`src/design/dqme_pkg.sv`:
```
package dqme_pkg;

   localparam int POS_W    = 13;
   localparam int STEP_W   = 5;
   localparam int ADDR_W   = 9;
   localparam int DATA_W   = 8;
   localparam int CSR_AW   = 1;
   localparam int CSR_DW   = 16;

   localparam logic [7:0] DOT_CHAR = 8'h2E;

   localparam logic [CSR_AW-1:0] REG_QUERY_TYPE     = 1'd0;
   localparam logic [CSR_AW-1:0] REG_TRANSACTION_ID = 1'd1;

   // write steps of one command
   localparam logic [STEP_W-1:0] STEP_TID_HI   = 5'd0;
   localparam logic [STEP_W-1:0] STEP_TID_LO   = 5'd1;
   localparam logic [STEP_W-1:0] STEP_FLAGS    = 5'd2;
   localparam logic [STEP_W-1:0] STEP_QDCOUNT  = 5'd5;
   localparam logic [STEP_W-1:0] STEP_HDR_LAST = 5'd11;
   localparam logic [STEP_W-1:0] STEP_MID      = 5'd12;
   localparam logic [STEP_W-1:0] STEP_LEN      = 5'd13;
   localparam logic [STEP_W-1:0] STEP_ROOT     = 5'd14;
   localparam logic [STEP_W-1:0] STEP_TYPE_LO  = 5'd16;
   localparam logic [STEP_W-1:0] STEP_CLASS_LO = 5'd18;

   typedef struct packed {
      logic              hdr;
      logic [15:0]       tid;
      logic              has_mid;
      logic [POS_W-1:0]  mid_addr;
      logic [7:0]        mid_byte;
      logic              fin;
      logic [POS_W-1:0]  trail_llp;
      logic [7:0]        trail_len;
      logic [POS_W-1:0]  trail_x;
      logic [7:0]        qtype;
   } cmd_type;

endpackage

```
`src/design/dqme_front.sv`:
```
module dqme_front #(
   parameter int MSG_BYTES = 512
) (
   input  logic                          clock,
   input  logic                          reset,
   input  logic                          req_tvalid,
   output logic                          req_tready,
   input  logic [7:0]                    req_tdata,   // name_char
   input  logic                          req_tlast,   // final_char
   input  logic                          csr_we,
   input  logic [dqme_pkg::CSR_AW-1:0]   csr_addr,
   input  logic [dqme_pkg::CSR_DW-1:0]   csr_wdata,
   input  logic                          q_full,
   output logic                          q_push,
   output dqme_pkg::cmd_type             q_cmd
);
   import dqme_pkg::*;

   localparam logic [POS_W-1:0] MSG_POS = POS_W'(MSG_BYTES);
   localparam logic [POS_W-1:0] LLP_RST = POS_W'(12);
   localparam logic [POS_W-1:0] WP_RST  = POS_W'(13);

   logic [7:0]       qtype_ff, qtype_in;
   logic [15:0]      tid_ff, tid_in;
   logic             in_msg_ff, in_msg_in;
   logic [POS_W-1:0] llp_ff, llp_in;
   logic [POS_W-1:0] wp_ff, wp_in;

   logic             is_dot;
   logic [POS_W-1:0] llp_nx, wp_nx, wp_bump, len_full, tlen_full;

   assign req_tready = !q_full;
   assign q_push     = req_tvalid && !q_full;
   assign is_dot     = (req_tdata == DOT_CHAR);
   assign wp_bump    = (wp_ff < MSG_POS) ? wp_ff + POS_W'(1) : MSG_POS;
   assign len_full   = wp_ff - llp_ff - POS_W'(1);

   always_comb begin
      llp_nx = llp_ff;
      wp_nx  = wp_ff;
      if (is_dot) begin
         if (!req_tlast) begin
            llp_nx = wp_ff;
            wp_nx  = wp_bump;
         end
      end else begin
         wp_nx = wp_bump;
      end
   end

   assign tlen_full = wp_nx - llp_nx - POS_W'(1);

   always_comb begin
      q_cmd           = '0;
      q_cmd.hdr       = !in_msg_ff;
      q_cmd.tid       = tid_ff;
      q_cmd.has_mid   = !(is_dot && req_tlast);
      q_cmd.mid_addr  = is_dot ? llp_ff : wp_ff;
      q_cmd.mid_byte  = is_dot ? len_full[7:0] : req_tdata;
      q_cmd.fin       = req_tlast;
      q_cmd.trail_llp = llp_nx;
      q_cmd.trail_len = tlen_full[7:0];
      q_cmd.trail_x   = wp_nx;
      q_cmd.qtype     = qtype_ff;
   end

   always_comb begin
      qtype_in  = qtype_ff;
      tid_in    = tid_ff;
      in_msg_in = in_msg_ff;
      llp_in    = llp_ff;
      wp_in     = wp_ff;
      if (csr_we) begin
         unique case (csr_addr)
            REG_QUERY_TYPE:     qtype_in = csr_wdata[7:0];
            REG_TRANSACTION_ID: tid_in   = csr_wdata;
            default: ;
         endcase
      end
      if (q_push) begin
         if (req_tlast) begin
            in_msg_in = 1'b0;
            llp_in    = LLP_RST;
            wp_in     = WP_RST;
         end else begin
            in_msg_in = 1'b1;
            llp_in    = llp_nx;
            wp_in     = wp_nx;
         end
      end
   end

   always_ff @(posedge clock) begin
      if (reset) begin
         qtype_ff  <= 8'd1;
         tid_ff    <= 16'd1;
         in_msg_ff <= 1'b0;
         llp_ff    <= LLP_RST;
         wp_ff     <= WP_RST;
      end else begin
         qtype_ff  <= qtype_in;
         tid_ff    <= tid_in;
         in_msg_ff <= in_msg_in;
         llp_ff    <= llp_in;
         wp_ff     <= wp_in;
      end
   end

endmodule

```
`src/design/dqme_queue.sv`:
```
module dqme_queue (
   input  logic              clock,
   input  logic              reset,
   input  logic              push,
   input  dqme_pkg::cmd_type push_cmd,
   output logic              full,
   input  logic              pop,
   output logic              empty,
   output dqme_pkg::cmd_type head
);
   import dqme_pkg::*;

   localparam int DEPTH = 2;

   cmd_type    mem_ff [DEPTH];
   logic       wr_ptr_ff, wr_ptr_in;
   logic       rd_ptr_ff, rd_ptr_in;
   logic [1:0] count_ff, count_in;

   assign full  = (count_ff == 2'(DEPTH));
   assign empty = (count_ff == 2'd0);
   assign head  = mem_ff[rd_ptr_ff];

   always_comb begin
      wr_ptr_in = push ? !wr_ptr_ff : wr_ptr_ff;
      rd_ptr_in = pop ? !rd_ptr_ff : rd_ptr_ff;
      count_in  = count_ff + 2'(push) - 2'(pop);
   end

   always_ff @(posedge clock) begin
      if (push) begin
         mem_ff[wr_ptr_ff] <= push_cmd;
      end
   end

   always_ff @(posedge clock) begin
      if (reset) begin
         wr_ptr_ff <= 1'b0;
         rd_ptr_ff <= 1'b0;
         count_ff  <= 2'd0;
      end else begin
         wr_ptr_ff <= wr_ptr_in;
         rd_ptr_ff <= rd_ptr_in;
         count_ff  <= count_in;
      end
   end

endmodule

```
`src/design/dqme_back.sv`:
```
module dqme_back #(
   parameter int MSG_BYTES = 512
) (
   input  logic              clock,
   input  logic              reset,
   input  logic              q_empty,
   input  dqme_pkg::cmd_type q_head,
   output logic              q_pop,
   output logic              rsp_tvalid,
   input  logic              rsp_tready,
   output logic [23:0]       rsp_tdata,   // write_addr, write_byte
   output logic [1:0]        rsp_tuser,   // overflow, message_done
   output logic              rsp_tlast    // run_end
);
   import dqme_pkg::*;

   localparam logic [POS_W-1:0] MSG_POS = POS_W'(MSG_BYTES);

   logic              valid_ff, valid_in;
   logic [ADDR_W-1:0] addr_ff, addr_in;
   logic [DATA_W-1:0] byte_ff, byte_in;
   logic              ovf_ff, ovf_in;
   logic              last_ff, last_in;
   logic              done_ff, done_in;
   logic              busy_ff, busy_in;
   logic [STEP_W-1:0] step_ff, step_in;

   logic              advance;
   logic [STEP_W-1:0] cur_step, start_step, next_step;
   logic              is_last;
   logic [POS_W-1:0]  waddr;
   logic [DATA_W-1:0] wbyte;

   assign advance = !q_empty && (!valid_ff || rsp_tready);
   assign q_pop   = advance && is_last;

   always_comb begin
      if (q_head.hdr) begin
         start_step = STEP_TID_HI;
      end else if (q_head.has_mid) begin
         start_step = STEP_MID;
      end else begin
         start_step = STEP_LEN;
      end
   end

   assign cur_step = busy_ff ? step_ff : start_step;

   always_comb begin
      next_step = cur_step + STEP_W'(1);
      is_last   = 1'b0;
      if (cur_step == STEP_HDR_LAST) begin
         if (q_head.has_mid) begin
            next_step = STEP_MID;
         end else if (q_head.fin) begin
            next_step = STEP_LEN;
         end else begin
            is_last = 1'b1;
         end
      end else if (cur_step == STEP_MID) begin
         is_last = !q_head.fin;
      end else if (cur_step == STEP_CLASS_LO) begin
         is_last = 1'b1;
      end
   end

   always_comb begin
      waddr = '0;
      wbyte = '0;
      if (cur_step <= STEP_HDR_LAST) begin
         waddr = POS_W'(cur_step);
         case (cur_step)
            STEP_TID_HI:  wbyte = q_head.tid[15:8];
            STEP_TID_LO:  wbyte = q_head.tid[7:0];
            STEP_FLAGS:   wbyte = 8'd1;
            STEP_QDCOUNT: wbyte = 8'd1;
            default:      wbyte = 8'd0;
         endcase
      end else if (cur_step == STEP_MID) begin
         waddr = q_head.mid_addr;
         wbyte = q_head.mid_byte;
      end else if (cur_step == STEP_LEN) begin
         waddr = q_head.trail_llp;
         wbyte = q_head.trail_len;
      end else begin
         waddr = q_head.trail_x + POS_W'(cur_step - STEP_ROOT);
         case (cur_step)
            STEP_TYPE_LO:  wbyte = q_head.qtype;
            STEP_CLASS_LO: wbyte = 8'd1;
            default:       wbyte = 8'd0;
         endcase
      end
   end

   always_comb begin
      valid_in = valid_ff && !rsp_tready;
      addr_in  = addr_ff;
      byte_in  = byte_ff;
      ovf_in   = ovf_ff;
      last_in  = last_ff;
      done_in  = done_ff;
      busy_in  = busy_ff;
      step_in  = step_ff;
      if (advance) begin
         valid_in = 1'b1;
         ovf_in   = (waddr >= MSG_POS);
         addr_in  = ovf_in ? '0 : waddr[ADDR_W-1:0];
         byte_in  = ovf_in ? '0 : wbyte;
         last_in  = is_last;
         done_in  = (cur_step == STEP_CLASS_LO);
         busy_in  = !is_last;
         step_in  = next_step;
      end
   end

   always_ff @(posedge clock) begin
      if (reset) begin
         valid_ff <= 1'b0;
         busy_ff  <= 1'b0;
         step_ff  <= '0;
      end else begin
         valid_ff <= valid_in;
         busy_ff  <= busy_in;
         step_ff  <= step_in;
      end
   end

   always_ff @(posedge clock) begin
      addr_ff <= addr_in;
      byte_ff <= byte_in;
      ovf_ff  <= ovf_in;
      last_ff <= last_in;
      done_ff <= done_in;
   end

   assign rsp_tvalid = valid_ff;
   assign rsp_tdata  = {7'd0, byte_ff, addr_ff};
   assign rsp_tuser  = {done_ff, ovf_ff};
   assign rsp_tlast  = last_ff;

   a_done_is_last: assert property (@(posedge clock) disable iff (reset)
      (valid_ff && done_ff) |-> last_ff)
      else $error("message_done without run_end");

   a_ovf_zero: assert property (@(posedge clock) disable iff (reset)
      (valid_ff && ovf_ff) |-> (addr_ff == '0 && byte_ff == '0))
      else $error("suppressed write carries data");

   a_busy_has_cmd: assert property (@(posedge clock) disable iff (reset)
      busy_ff |-> !q_empty)
      else $error("sequencer busy with no queued command");

   a_step_range: assert property (@(posedge clock) disable iff (reset)
      busy_ff |-> (step_ff <= STEP_CLASS_LO && step_ff != STEP_TID_HI))
      else $error("sequencer step out of range");

endmodule

```
`src/design/dns_query_message_encoder.sv`:
```
// DNS query message encoder. Host name characters arrive one per transfer on
// req_ (tlast marks the final one); each produces byte writes on rsp_ that
// build the query message. The front stage keeps label and write positions
// and takes one character per cycle into a two-entry command queue while it
// has room; the back sequencer turns each command into its writes, one write
// per cycle through a registered output while rsp_ accepts them. A plain
// character or an inner dot produces one write, the first character of a
// message adds twelve header writes and the final one six trailer writes (a
// final dot writes nothing of its own), so an item produces from one to
// nineteen writes. The input stalls only when the queue holds two pending
// commands. Configuration writes on csr_ take effect from the next cycle.
module dns_query_message_encoder #(
   parameter int MSG_BYTES = 512
) (
   input  logic                          clock,
   input  logic                          reset,
   input  logic                          req_tvalid,
   output logic                          req_tready,
   input  logic [7:0]                    req_tdata,   // name_char
   input  logic                          req_tlast,   // final_char
   output logic                          rsp_tvalid,
   input  logic                          rsp_tready,
   output logic [23:0]                   rsp_tdata,   // write_addr[8:0], write_byte[16:9]
   output logic [1:0]                    rsp_tuser,   // overflow[0], message_done[1]
   output logic                          rsp_tlast,   // run_end
   input  logic                          csr_we,
   input  logic [dqme_pkg::CSR_AW-1:0]   csr_addr,
   input  logic [dqme_pkg::CSR_DW-1:0]   csr_wdata
);
   import dqme_pkg::*;

   logic    q_full, q_push, q_empty, q_pop;
   cmd_type q_cmd, q_head;

   dqme_front #(.MSG_BYTES(MSG_BYTES)) u_front (
      .clock      (clock),
      .reset      (reset),
      .req_tvalid (req_tvalid),
      .req_tready (req_tready),
      .req_tdata  (req_tdata),
      .req_tlast  (req_tlast),
      .csr_we     (csr_we),
      .csr_addr   (csr_addr),
      .csr_wdata  (csr_wdata),
      .q_full     (q_full),
      .q_push     (q_push),
      .q_cmd      (q_cmd)
   );

   dqme_queue u_queue (
      .clock    (clock),
      .reset    (reset),
      .push     (q_push),
      .push_cmd (q_cmd),
      .full     (q_full),
      .pop      (q_pop),
      .empty    (q_empty),
      .head     (q_head)
   );

   dqme_back #(.MSG_BYTES(MSG_BYTES)) u_back (
      .clock      (clock),
      .reset      (reset),
      .q_empty    (q_empty),
      .q_head     (q_head),
      .q_pop      (q_pop),
      .rsp_tvalid (rsp_tvalid),
      .rsp_tready (rsp_tready),
      .rsp_tdata  (rsp_tdata),
      .rsp_tuser  (rsp_tuser),
      .rsp_tlast  (rsp_tlast)
   );

endmodule
```
`config.mk`:
```
export PLATFORM = sky130hd
export DESIGN_NAME = dns_query_message_encoder
export DESIGN_NICKNAME = d
export VERILOG_FILES = /design/src/design/dqme_pkg.sv /design/src/design/dqme_front.sv /design/src/design/dqme_queue.sv /design/src/design/dqme_back.sv /design/src/design/dns_query_message_encoder.sv
export SDC_FILE = /design/constraint.sdc
export NUM_CORES = 1
export LEC_CHECK = 0
export BUFFER_PORTS_ARGS = -buffer_cell sky130_fd_sc_hd__clkbuf_2
export CAP_MARGIN = 20
export CORE_MARGIN = 5
export CORE_UTILIZATION = 30
export CTS_BUF_LIST = sky130_fd_sc_hd__clkbuf_4
export CTS_CLUSTER_SIZE = 28
export DETAILED_ROUTE_END_ITERATION = 16
export GPL_TIMING_DRIVEN = 0
export HOLD_SLACK_MARGIN = 0.03
export PLACE_DENSITY = 0.48
export SLEW_MARGIN = 20
export SYNTH_ARGS = -nofsm -noshare
export SYNTH_HDL_FRONTEND = slang
export SYNTH_HIERARCHICAL = 1
export SYNTH_SLANG_ARGS = --single-unit
```
`constraint.sdc`:
```
create_clock -name clock -period 5 [get_ports clock]
set_input_delay 0.5 -clock clock [delete_from_list [all_inputs] [get_ports clock]]
set_output_delay 0.5 -clock clock [all_outputs]
set_load 0.01 [all_outputs]
```
======== Word level (Yosys, flattened, before mapping) ========
Memory sizes are Yosys's and may differ from the RTL's. A register that Yosys moved wholly into a read port is not among the register bits.
Index checks and enable logic that the tools add are counted.
operators by class
  reductions and logical operators ........ 21
  equal/unequal tests ..................... 10
  bitwise gates (word level) .............. 1
  $add $sub $neg .......................... 10
  $lt $le $gt $ge ......................... 3
  mux-type cells .......................... 34
operators with widths
  kind                     count
  $mux W13                 11
  $mux W8                  4
  $mux W5                  5
  $pmux W8 S3              1
  $pmux W8 S2              1
  $sub A8 B1 Y8 const B    2
  $sub A8 B8 Y8            2
  $eq A5 B4 Y1 const B     3
  $add A13 B1 Y13 const B  1
  $add A13 B13 Y13         1
  $ge A13 B10 Y1 const B   1
  $lt A13 B10 Y1 const B   1
  $mux W1                  12
  $eq A5 B5 Y1 const B     2
  $logic_not A1 Y1         10
  $eq A8 B6 Y1 const B     1
  $sub A5 B4 Y6 const B    1
  $add A5 B1 Y5 const B    1
  $eq A5 B1 Y1 const B     1
  $eq A5 B2 Y1 const B     1
  $eq A5 B3 Y1 const B     1
  $le A5 B4 Y1 const B     1
  $logic_and A1 B1 Y1      5
  $logic_not A5 Y1         1
  other kinds (8)          9
storage, ports and cells
  memory bits (writable) .................. 164
  logic and storage cells ................. 96
  register bits after elaboration ......... 82
  memories kept ........................... 1
memory list
  memory          depth  bits a word  read ports  clocked after Yosys merged registers in  write ports  line              RTL
  u_queue.mem_ff  2      82           1           1                                        1            dqme_queue.sv:15  cmd_type mem_ff [DEPTH];

======== Logic depth before layout (Yosys ltp) ========
Gate-level depths: netlist (run 1).
  depth after elaboration ................. 10
  mapped depth ............................ 17

======== By module ========
Netlist (run 1), hierarchy kept.
modules (own cells, without submodules)
  module      area an instance (µm²)  times used  cells each  sequential area each (µm²)
  dqme_queue  6536.3                  1           276         5024.8
  dqme_front  3173.0                  1           432         1021.0
  dqme_back   2547.4                  1           314         740.7

======== Worst setup path after synthesis (run 1) ========
OpenSTA, ideal clock, no wires.
  path type ............................... flip-flop to flip-flop
  start point ............................. register u_queue.count_ff[1]
  end point ............................... memory u_queue/mem_ff[0][0] (netlist name), enable pin
  stages on the path, launching flop included .. 7
  clock period less this slack ............ 5.258 ns
  required time ........................... 4.467 ns
  setup slack ............................. -0.258 ns
  setup time .............................. 0.533 ns
  arrival time ............................ 4.725 ns
  buffers on the path ..................... 1
  cell sequence ........................... dfxtp_1 > nor2b_1 > inv_1 > nand2_1 > inv_1 > clkbuf_1 > nor2b_1
on the way
  word-level cells in the longest chain between the ends .. 5
RTL lines
  element                        line                             RTL
  start: declaration             dqme_queue.sv:18                 logic [1:0] count_ff, count_in;
  start signal: assignment       dqme_queue.sv:44                 count_ff <= count_in;
  $eq A2 B2 Y1                   dqme_queue.sv:20                 assign full = (count_ff == 2'(DEPTH));
  named net q_full               dns_query_message_encoder.sv:32  logic q_full, q_push, q_empty, q_pop;
  $logic_not A1 Y1               n/a
  named net req_tready           dns_query_message_encoder.sv:18  output logic req_tready,
  $logic_and A1 B1 Y1            dqme_front.sv:33                 assign q_push = req_tvalid && !q_full;
  named net q_push               dns_query_message_encoder.sv:32
  $mux W1                        dqme_queue.sv:31                 if (push) begin
  $mux W1 (implied by the code)  dqme_queue.sv:32                 mem_ff[wr_ptr_ff] <= push_cmd;
  end: declaration               dqme_queue.sv:15
The timed path passes the listed nets, and every way through them passes these cells.

==> results.md, run 1 <==
| Result | Reported |
|---|---|
| Cell types with the largest area share after synthesis | sky130_fd_sc_hd__edfxtp_1, sky130_fd_sc_hd__dfxtp_1, sky130_fd_sc_hd__mux2_4 |
| Count of port buffers added during placement | 51 |
| Relative slew slack | 32.73% |
| Post-synthesis sequential area ratio | 55.37% |
| Total power after layout | 6.845 mW |
| Crit Path Max Fanout | 10 |
| Clock sink total | 247 |
| Final Skew | 0.06643 ns |
| Tcrit/Tclk final | 90.89% |
| Setup slack at placement | 0.4676 ns |
| Initial Utilization | 30.15% |
| Maximum level of the CTS H-tree | 3 |
| Critical Setup Path Class | flip-flop to flip-flop |
| Die Ht | 212.1 microns |
| Leading cell types in the layout, fill and taps excluded | sky130_fd_sc_hd__edfxtp_1, sky130_fd_sc_hd__nand2_1, sky130_fd_sc_hd__clkbuf_4, sky130_fd_sc_hd__mux2_4, sky130_fd_sc_hd__nor2_1 |
| Total via count after detailed routing | 8297 |
| Reported leakage power | 5.430 nW |
| Total setup buffers inserted after CTS | 0 |
| Number of enable-type register cells in the synthesized netlist | 184 |
| CTS Buf Count | 66 |
| Placed standard-cell area | 13330 sq um |
| Post-cts sizing count | 0 |
| Clock transition at path regs | 0.06 ns |
| Top flip-flop cell by instance count after synthesis | sky130_fd_sc_hd__edfxtp_1 |
| Utilization after layout | 35.42% |
| Final non-filler cell total | 1753 |
| TritonCTS clock tree | built |
| Number of global-route vias before repair | 8214 |
| Number of design-rule violations left by the first detailed-router iteration | 449 |
| Setup repair after global routing missed its margin | no |
| Tightest Pin Transition | 0.9999 ns |
| Number of placement rows | 74 |
| Required @ worst endpoint | 5.42 ns |
| Number of failing hold endpoints at the final stage | 0 |
| Count of synthesis-stage warnings from yosys | 6 |
| Number of optimization iterations in the first detailed-route pass | 5 |
| Global Route met2 Usage | 20.30% |
| Root cell of the clock tree | sky130_fd_sc_hd__clkbuf_4 |
| Distinct cell type count of the synthesized netlist | 73 |
| Share of the synthesized area in the top cell type | 45.08% |
| Cell type contributing the most total cell area after synthesis | sky130_fd_sc_hd__edfxtp_1 |
| Die footprint | 45000 sq um |
| P&R area growth vs syn | 17.48% |
| Drc violations | 0 |
| DRT antenna net count | 0 |
| Largest vdd supply drop | 0.1355 mV |
| Deepest clock path buffer count | 3 |
| Final WS setup | 0.4555 ns |
| Global-route total usage across every layer | 13.62% |
| Post-route setup TNS | 0 ns |
| Flip-flop and latch count after synthesis | 247 |
| Share of final-layout standard cells stronger than drive strength 1 | 24.92% |
| Antenna violations before repair | 1 |
| Synthesized instance count | 1022 |
| Final WL | 30870 microns |
| Type of the tightest min-delay check | primary input to flip-flop |
| Io pins | 60 |
| Filler Cell Count | 4041 |
| Placed Cells | 1616 |
| Design Area, Final | 14400 sq um |
| DR vias/cell | 4.733 |
| HPWL after detailed placement | 22120 microns |
| Number of maximum-capacitance constraint violations | 0 |
| Average routed wire per standard cell | 17.61 microns |
| Capturing element type of the critical path | flip-flop |
| M1 GR Usage | 19.11% |
| Hold bufs inserted after CTS | 16 |
| Number of nets at the end of the flow | 1235 |
| Count of endpoints failing setup in the final report | 0 |
| Horiz. Die Dim | 212.1 microns |
| Global-route wire length before repair | 47290 microns |
| GRT met3 Usage | 3.379% |
| Total gr overflow | 0 |
| Maximum number of pins on one net before global-route repair | 47 |
| Pins Over Slew Limit | 0 |
| Async SR Flop Fraction | 0% |
| Core footprint | 40650 sq um |
| Worst setup SP type | flip-flop |
| Final Wtd Congestion | 0.8629 |
| Final-layout worst hold slack | 0.09730 ns |
| Power density relative to cell area | 475.4 nW/um^2 |
| Arrival time worst endpoint | 4.96 ns |
| Insertion delay to the later sink of the worst-skew pair | 0.69 ns |
| Most crowded layer after global routing | met2 |
| Final critical path time including I/O delays and setup | 4.544 ns |
| Run status | completed |
| Average instance area after synthesis | 11.99 sq um |
| Total standard cell area after synthesis | 12260 sq um |
| Most common library cell in the layout ignoring fill and taps | sky130_fd_sc_hd__edfxtp_1 |
| Maximum clock rate | 220.0 MHz |
Yosys cell counts, types with 3 or more instances:
cell	number
sky130_fd_sc_hd__xnor2_1	21
sky130_fd_sc_hd__a21oi_1	67
sky130_fd_sc_hd__a211oi_1	8
sky130_fd_sc_hd__and4_1	3
sky130_fd_sc_hd__nand3b_1	4
sky130_fd_sc_hd__buf_1	3
sky130_fd_sc_hd__nor2b_1	16
sky130_fd_sc_hd__o21ai_0	43
sky130_fd_sc_hd__nor2_1	74
sky130_fd_sc_hd__xor2_1	4
sky130_fd_sc_hd__mux2i_1	6
sky130_fd_sc_hd__o211ai_1	6
sky130_fd_sc_hd__inv_1	32
sky130_fd_sc_hd__mux2_4	80
sky130_fd_sc_hd__a31oi_1	4
sky130_fd_sc_hd__o31ai_1	3
sky130_fd_sc_hd__clkbuf_1	27
sky130_fd_sc_hd__edfxtp_1	184
sky130_fd_sc_hd__nand3_1	12
sky130_fd_sc_hd__a22o_1	4
sky130_fd_sc_hd__mux2_2	10
sky130_fd_sc_hd__o21ai_1	5
sky130_fd_sc_hd__nand2_1	119
sky130_fd_sc_hd__buf_12	8
sky130_fd_sc_hd__a21o_1	10
sky130_fd_sc_hd__or4_1	3
sky130_fd_sc_hd__nor4_1	3
sky130_fd_sc_hd__fa_1	3
sky130_fd_sc_hd__buf_4	11
sky130_fd_sc_hd__ha_1	33
sky130_fd_sc_hd__o21a_1	5
sky130_fd_sc_hd__buf_2	11
sky130_fd_sc_hd__o21bai_1	3
sky130_fd_sc_hd__and2_1	12
sky130_fd_sc_hd__dfxtp_1	63
sky130_fd_sc_hd__and3_1	9
sky130_fd_sc_hd__nand2b_1	15
sky130_fd_sc_hd__a221oi_1	9
sky130_fd_sc_hd__o311ai_0	3
sky130_fd_sc_hd__o22ai_1	5
sky130_fd_sc_hd__a22oi_1	21
sky130_fd_sc_hd__nor3_1	20
path summary, 6_finish.rpt:
kind	start	endpoint	slack, ns	cells past startpoint
min	csr_wdata[6]	u_front/tid_ff[6]	0.1	3
max	flip-flop	u_back/byte_ff[1]	0.46	17
max reg2reg	flip-flop	u_back/byte_ff[1]	0.46	17
min reg2reg	u_front/qtype_ff[5]	u_queue/mem_ff[0][5]	0.45	0
state kept, by name, indices dropped and copies added (netlist names), 2 cells and up, named ones only:
register / flops
u_queue/mem_ff: 164
u_front/tid_ff: 16
u_front/llp_ff: 13
u_front/wp_ff: 13
u_back/addr_ff: 9
u_back/byte_ff: 8
u_front/qtype_ff: 8
u_back/step_ff: 5
u_queue/count_ff: 2
cell type report:
cell class | instances | area [sq um] | area share (%)
Antenna cell | 1 | 2.502 | 0.01738
Buffer | 63 | 437.9 | 3.041
Clock buffer | 107 | 803.3 | 5.579
Clock inverter | 13 | 107.6 | 0.7473
Inverter | 34 | 127.6 | 0.8863
Multi-Input combinational cell | 684 | 4937 | 34.29
Sequential cell | 247 | 6787 | 47.13
Tap cell | 532 | 665.6 | 4.623
Timing Repair Buffer | 72 | 530.5 | 3.684
worst max-delay path: stages (launching register included):
cell and delay (ns):
sky130_fd_sc_hd__dfxtp_1 0.32, sky130_fd_sc_hd__buf_6 0.25, sky130_fd_sc_hd__buf_12 0.20, sky130_fd_sc_hd__mux2_4 0.34, sky130_fd_sc_hd__nor3_1 0.15, sky130_fd_sc_hd__a21oi_1 0.10, sky130_fd_sc_hd__inv_1 0.19, sky130_fd_sc_hd__ha_1 0.24
sky130_fd_sc_hd__inv_1 0.07, sky130_fd_sc_hd__fa_1 0.38, sky130_fd_sc_hd__nor2b_1 0.21, sky130_fd_sc_hd__o2111ai_1 0.20, sky130_fd_sc_hd__a21boi_0 0.43, sky130_fd_sc_hd__o22ai_2 0.15, sky130_fd_sc_hd__xnor2_1 0.21, sky130_fd_sc_hd__a221oi_2 0.54
sky130_fd_sc_hd__buf_6 0.22, sky130_fd_sc_hd__nor3_1 0.06
cell families (layout without fill, tap and decap cells):
kind of cell	count (synthesis)	count (layout)	synth area share [%]
and+or+nand+nor	303	303	11.72
AOI/OAI and AO/OA	216	216	11.23
other	1	8	0.03060
muxes	96	96	11.21
xor gates and xnor gates	26	26	1.970
adders and majority gates	36	36	3.859
DFF	247	247	55.37
buffers and inverters	97	289	4.614
power breakdown:
part | leakage [nW] | switching [mW] | internal, mW
Sequential | 2.23 | 0.110 | 2.66
Clock | 0.545 | 0.819 | 1.07
Combinational | 2.65 | 1.26 | 0.921
layer usage:
metal  routed length, microns  vias to the layer above
met2                    13460                      227
met1                    14860                     3947
met3                     1760                       52
li1                         -                     4071
met5                        0                        -
met4                      788                        0
(Power assumes the default switching activity.)
==> inputs of run 2 (changes only) <==
--- a/config.mk
+++ b/config.mk
@@ -6,7 +6,6 @@
 export NUM_CORES = 1
 export LEC_CHECK = 0
 export BUFFER_PORTS_ARGS = -buffer_cell sky130_fd_sc_hd__clkbuf_2
-export CAP_MARGIN = 20
 export CORE_MARGIN = 5
 export CORE_UTILIZATION = 30
 export CTS_BUF_LIST = sky130_fd_sc_hd__clkbuf_4
==> constraint.sdc (replaced) <==
create_clock -name clock -period 5 [get_ports clock]
set_input_delay 0.5 -clock clock [delete_from_list [all_inputs] [get_ports clock]]
set_output_delay 0.5 -clock clock [all_outputs]
set_load 0.05 [all_outputs]
==> results.md, run 2 (synthesis gave the netlist of run 1 again) <==
| Result | Reported | Change |
|---|---|---|
| Initial Utilization | 30.15% | unchanged |
| Biggest regs | u_queue/mem_ff: 164 flops, u_front/tid_ff: 16 flops | unchanged |
| Placed Cells | 1616 | unchanged |
| CTS Buf Count | 68 | was 66 |
| Flip-flop count of the largest register, all copies and words added | 164 | unchanged |
| Number of placement rows | 74 | unchanged |
| Pins Over Slew Limit | 0 | unchanged |
| Worst hold path depth | 3 | unchanged |
| Most common library cell in the layout ignoring fill and taps | sky130_fd_sc_hd__edfxtp_1 | unchanged |
| Capturing element type of the critical path | flip-flop | unchanged |
| DR vias/cell | 4.733 | about the same |
| Number of nets at the end of the flow | 1235 | unchanged |
| Share of final-layout standard cells stronger than drive strength 1 | 24.84% | was 24.92% |
| Required @ worst endpoint | 5.40 ns | was 5.42 ns |
| Power density relative to cell area | 494.3 nW/um^2 | was 475.4 nW/um^2 |
| Global-route total usage across every layer | 13.66% | was 13.62% |
| Antenna violations before repair | 2 | was 1 |
| Setup slack at placement | 0.4595 ns | was 0.4676 ns |
| Reported leakage power | 5.416 nW | was 5.430 nW |
| Number of failing hold endpoints at the final stage | 0 | unchanged |
| Drc violations | 0 | unchanged |
| Insertion delay to the later sink of the worst-skew pair | 0.68 ns | was 0.69 ns |
| P&R area growth vs syn | 17.31% | was 17.48% |
| Tcrit/Tclk final | 91.09% | was 90.89% |
| Core footprint | 40650 sq um | unchanged |
| Root cell of the clock tree | sky130_fd_sc_hd__clkbuf_4 | unchanged |
| Final Skew | 0.05221 ns | was 0.06643 ns |
| Slowest Stage Delay on Critical Path | 0.55 ns | was 0.54 ns |
| Filler Cell Count | 4040 | was 4041 |
| Depth of the worst register-to-register path | 17 | unchanged |
| Count of endpoints failing setup in the final report | 0 | unchanged |
| TritonCTS clock tree | built | unchanged |
| Maximum number of pins on one net before global-route repair | 47 | unchanged |
| Final WL | 30830 microns | was 30870 microns |
| DRT antenna net count | 0 | unchanged |
| Number of design-rule violations left by the first detailed-router iteration | 427 | was 449 |
| Crit-path slowest cell | sky130_fd_sc_hd__a221oi_2 | unchanged |
| Post-route setup TNS | 0 ns | unchanged |
| Type of the tightest min-delay check | primary input to flip-flop | unchanged |
| Total via count after detailed routing | 8301 | was 8297 |
| Worst setup SP type | flip-flop | unchanged |
| Global-route wire length before repair | 47650 microns | was 47290 microns |
| Count of port buffers added during placement | 51 | unchanged |
| Post-cts sizing count | 0 | unchanged |
| Final non-filler cell total | 1754 | was 1753 |
| Number of optimization iterations in the first detailed-route pass | 5 | unchanged |
| Horiz. Die Dim | 212.1 microns | unchanged |
| Die footprint | 45000 sq um | unchanged |
| Leading cell types in the layout, fill and taps excluded | sky130_fd_sc_hd__edfxtp_1, sky130_fd_sc_hd__nand2_1, sky130_fd_sc_hd__clkbuf_4, sky130_fd_sc_hd__mux2_4, sky130_fd_sc_hd__nor2_1 | unchanged |
| Terminating pin of the worst hold path | u_front/qtype_ff[7] | was u_front/tid_ff[6] |
| Worst path buffer plus inverter count | 5 | unchanged |
| Total setup buffers inserted after CTS | 0 | unchanged |
| Final WS setup | 0.4457 ns | was 0.4555 ns |
| Critical Setup Path Class | flip-flop to flip-flop | unchanged |
| Worst Min Path Start | csr_wdata[7] | was csr_wdata[6] |
| Reg2reg end | u_back/byte_ff[1] | unchanged |
| Largest vdd supply drop | 0.1772 mV | was 0.1355 mV |
| Die Ht | 212.1 microns | unchanged |
| Number of global-route vias before repair | 8310 | was 8214 |
| Crit Path Max Fanout | 10 | unchanged |
| Clock sink total | 247 | unchanged |
| Final Wtd Congestion | 0.8629 | unchanged |
| Final-layout worst hold slack | 0.09701 ns | was 0.09730 ns |
| Register-to-register path setup slack | 0.45 ns | was 0.46 ns |
| HPWL after detailed placement | 22110 microns | was 22120 microns |
| Arrival time worst endpoint | 4.96 ns | about the same |
| Average routed wire per standard cell | 17.58 microns | was 17.61 microns |
| Utilization after layout | 35.38% | was 35.42% |
| Clock transition at path regs | 0.06 ns | about the same |
| Run status | completed | unchanged |
| Deepest clock path buffer count | 3 | unchanged |
| Final critical path time including I/O delays and setup | 4.554 ns | was 4.544 ns |
| Gate family responsible for the most delay along the worst path | compound AO/OA/AOI/OAI gates | unchanged |
| Relative slew slack | 33.42% | was 32.73% |
| Register containing the most flip-flops in the final layout | u_queue/mem_ff | unchanged |
| Ordered cell list for the critical path | buf_6 -> buf_12 -> mux2_4 -> nor3_1 -> a21oi_1 -> inv_1 -> ha_1 -> inv_1 -> fa_1 -> nor2b_1 -> o2111ai_1 -> a21boi_0 -> o22ai_2 -> xnor2_1 -> a221oi_2 -> buf_6 -> nor3_1 | unchanged |
| Setup repair after global routing missed its margin | no | unchanged |
| Maximum clock rate | 219.6 MHz | was 220.0 MHz |
| Io pins | 60 | unchanged |
| Number of maximum-capacitance constraint violations | 0 | unchanged |
| Total gr overflow | 0 | unchanged |
| Tightest Pin Transition | 0.9896 ns | was 0.9999 ns |
| Maximum level of the CTS H-tree | 3 | unchanged |
[run 2: changes by cell type in the layout (fill, tap and decap cells not counted)]
cell                            delta
sky130_fd_sc_hd__clkinv_2          +2
sky130_fd_sc_hd__clkinv_4          -1
sky130_fd_sc_hd__clkinv_1          +3
sky130_fd_sc_hd__clkinvlp_4        +1
sky130_fd_sc_hd__dlygate4sd3_1     -2
sky130_fd_sc_hd__diode_2           +1
sky130_fd_sc_hd__clkbuf_4          -3
[run 2: area by class of cell]
cell class	count	area [sq um]	share of cell area [%]
Antenna cell	2	5.005	0.03481
Buffer	63	437.9	3.046
Clock buffer	104	780.7	5.430
Clock inverter	18	127.6	0.8876
Inverter	34	127.6	0.8876
Multi-Input combinational cell	684	4937	34.34
Sequential cell	247	6787	47.20
Tap cell	532	665.6	4.629
Timing Repair Buffer	70	510.5	3.550
[run 2: worst min-delay path: stages]
cell and delay (ns):
sky130_fd_sc_hd__clkbuf_2 0.10, sky130_fd_sc_hd__nand2_1 0.06, sky130_fd_sc_hd__a21oi_1 0.05
[run 2: stage by stage]
stage	total power, mW	instance area (sq um)
finish	7.108	14380
global route	7.553	14380
CTS	7.220	14370
global placement	5.239	13200
floorplan	4.606	12280
detailed placement	5.277	13330
[run 2: how the worst max path moves through the flow]
stage,slack (ns),from,endpoint,cells after the start
after floorplan,1.01,u_queue/count_ff[1],u_queue/mem_ff[0][0],6
after global placement,-0.80,req_tvalid,u_queue/mem_ff[0][50],5
after detailed placement,0.46,flip-flop,u_back/byte_ff[5],17
after CTS,0.45,flip-flop,u_back/byte_ff[1],17
after global routing,0.15,flip-flop,u_back/addr_ff[3],17
final,0.45,flip-flop,u_back/byte_ff[1],17
[run 2: per-layer routing]
layer  GRT usage (%)  wire (microns)
met1           19.39           15020
met5               0               0
met4           5.331             833
met2           20.45           13430
met3           2.922            1545
[run 2: what timing repair did]
action                                  4_1_cts  5_1_grt
endpoints found under the setup margin        0        0
endpoints found under the hold margin        17        0
hold buffers                                 14        0
[run 2: power breakdown]
part	internal [mW]	switching, mW
combinational	0.920	1.53
clock	1.05	0.830
sequential	2.66	0.110
total	4.63	2.47
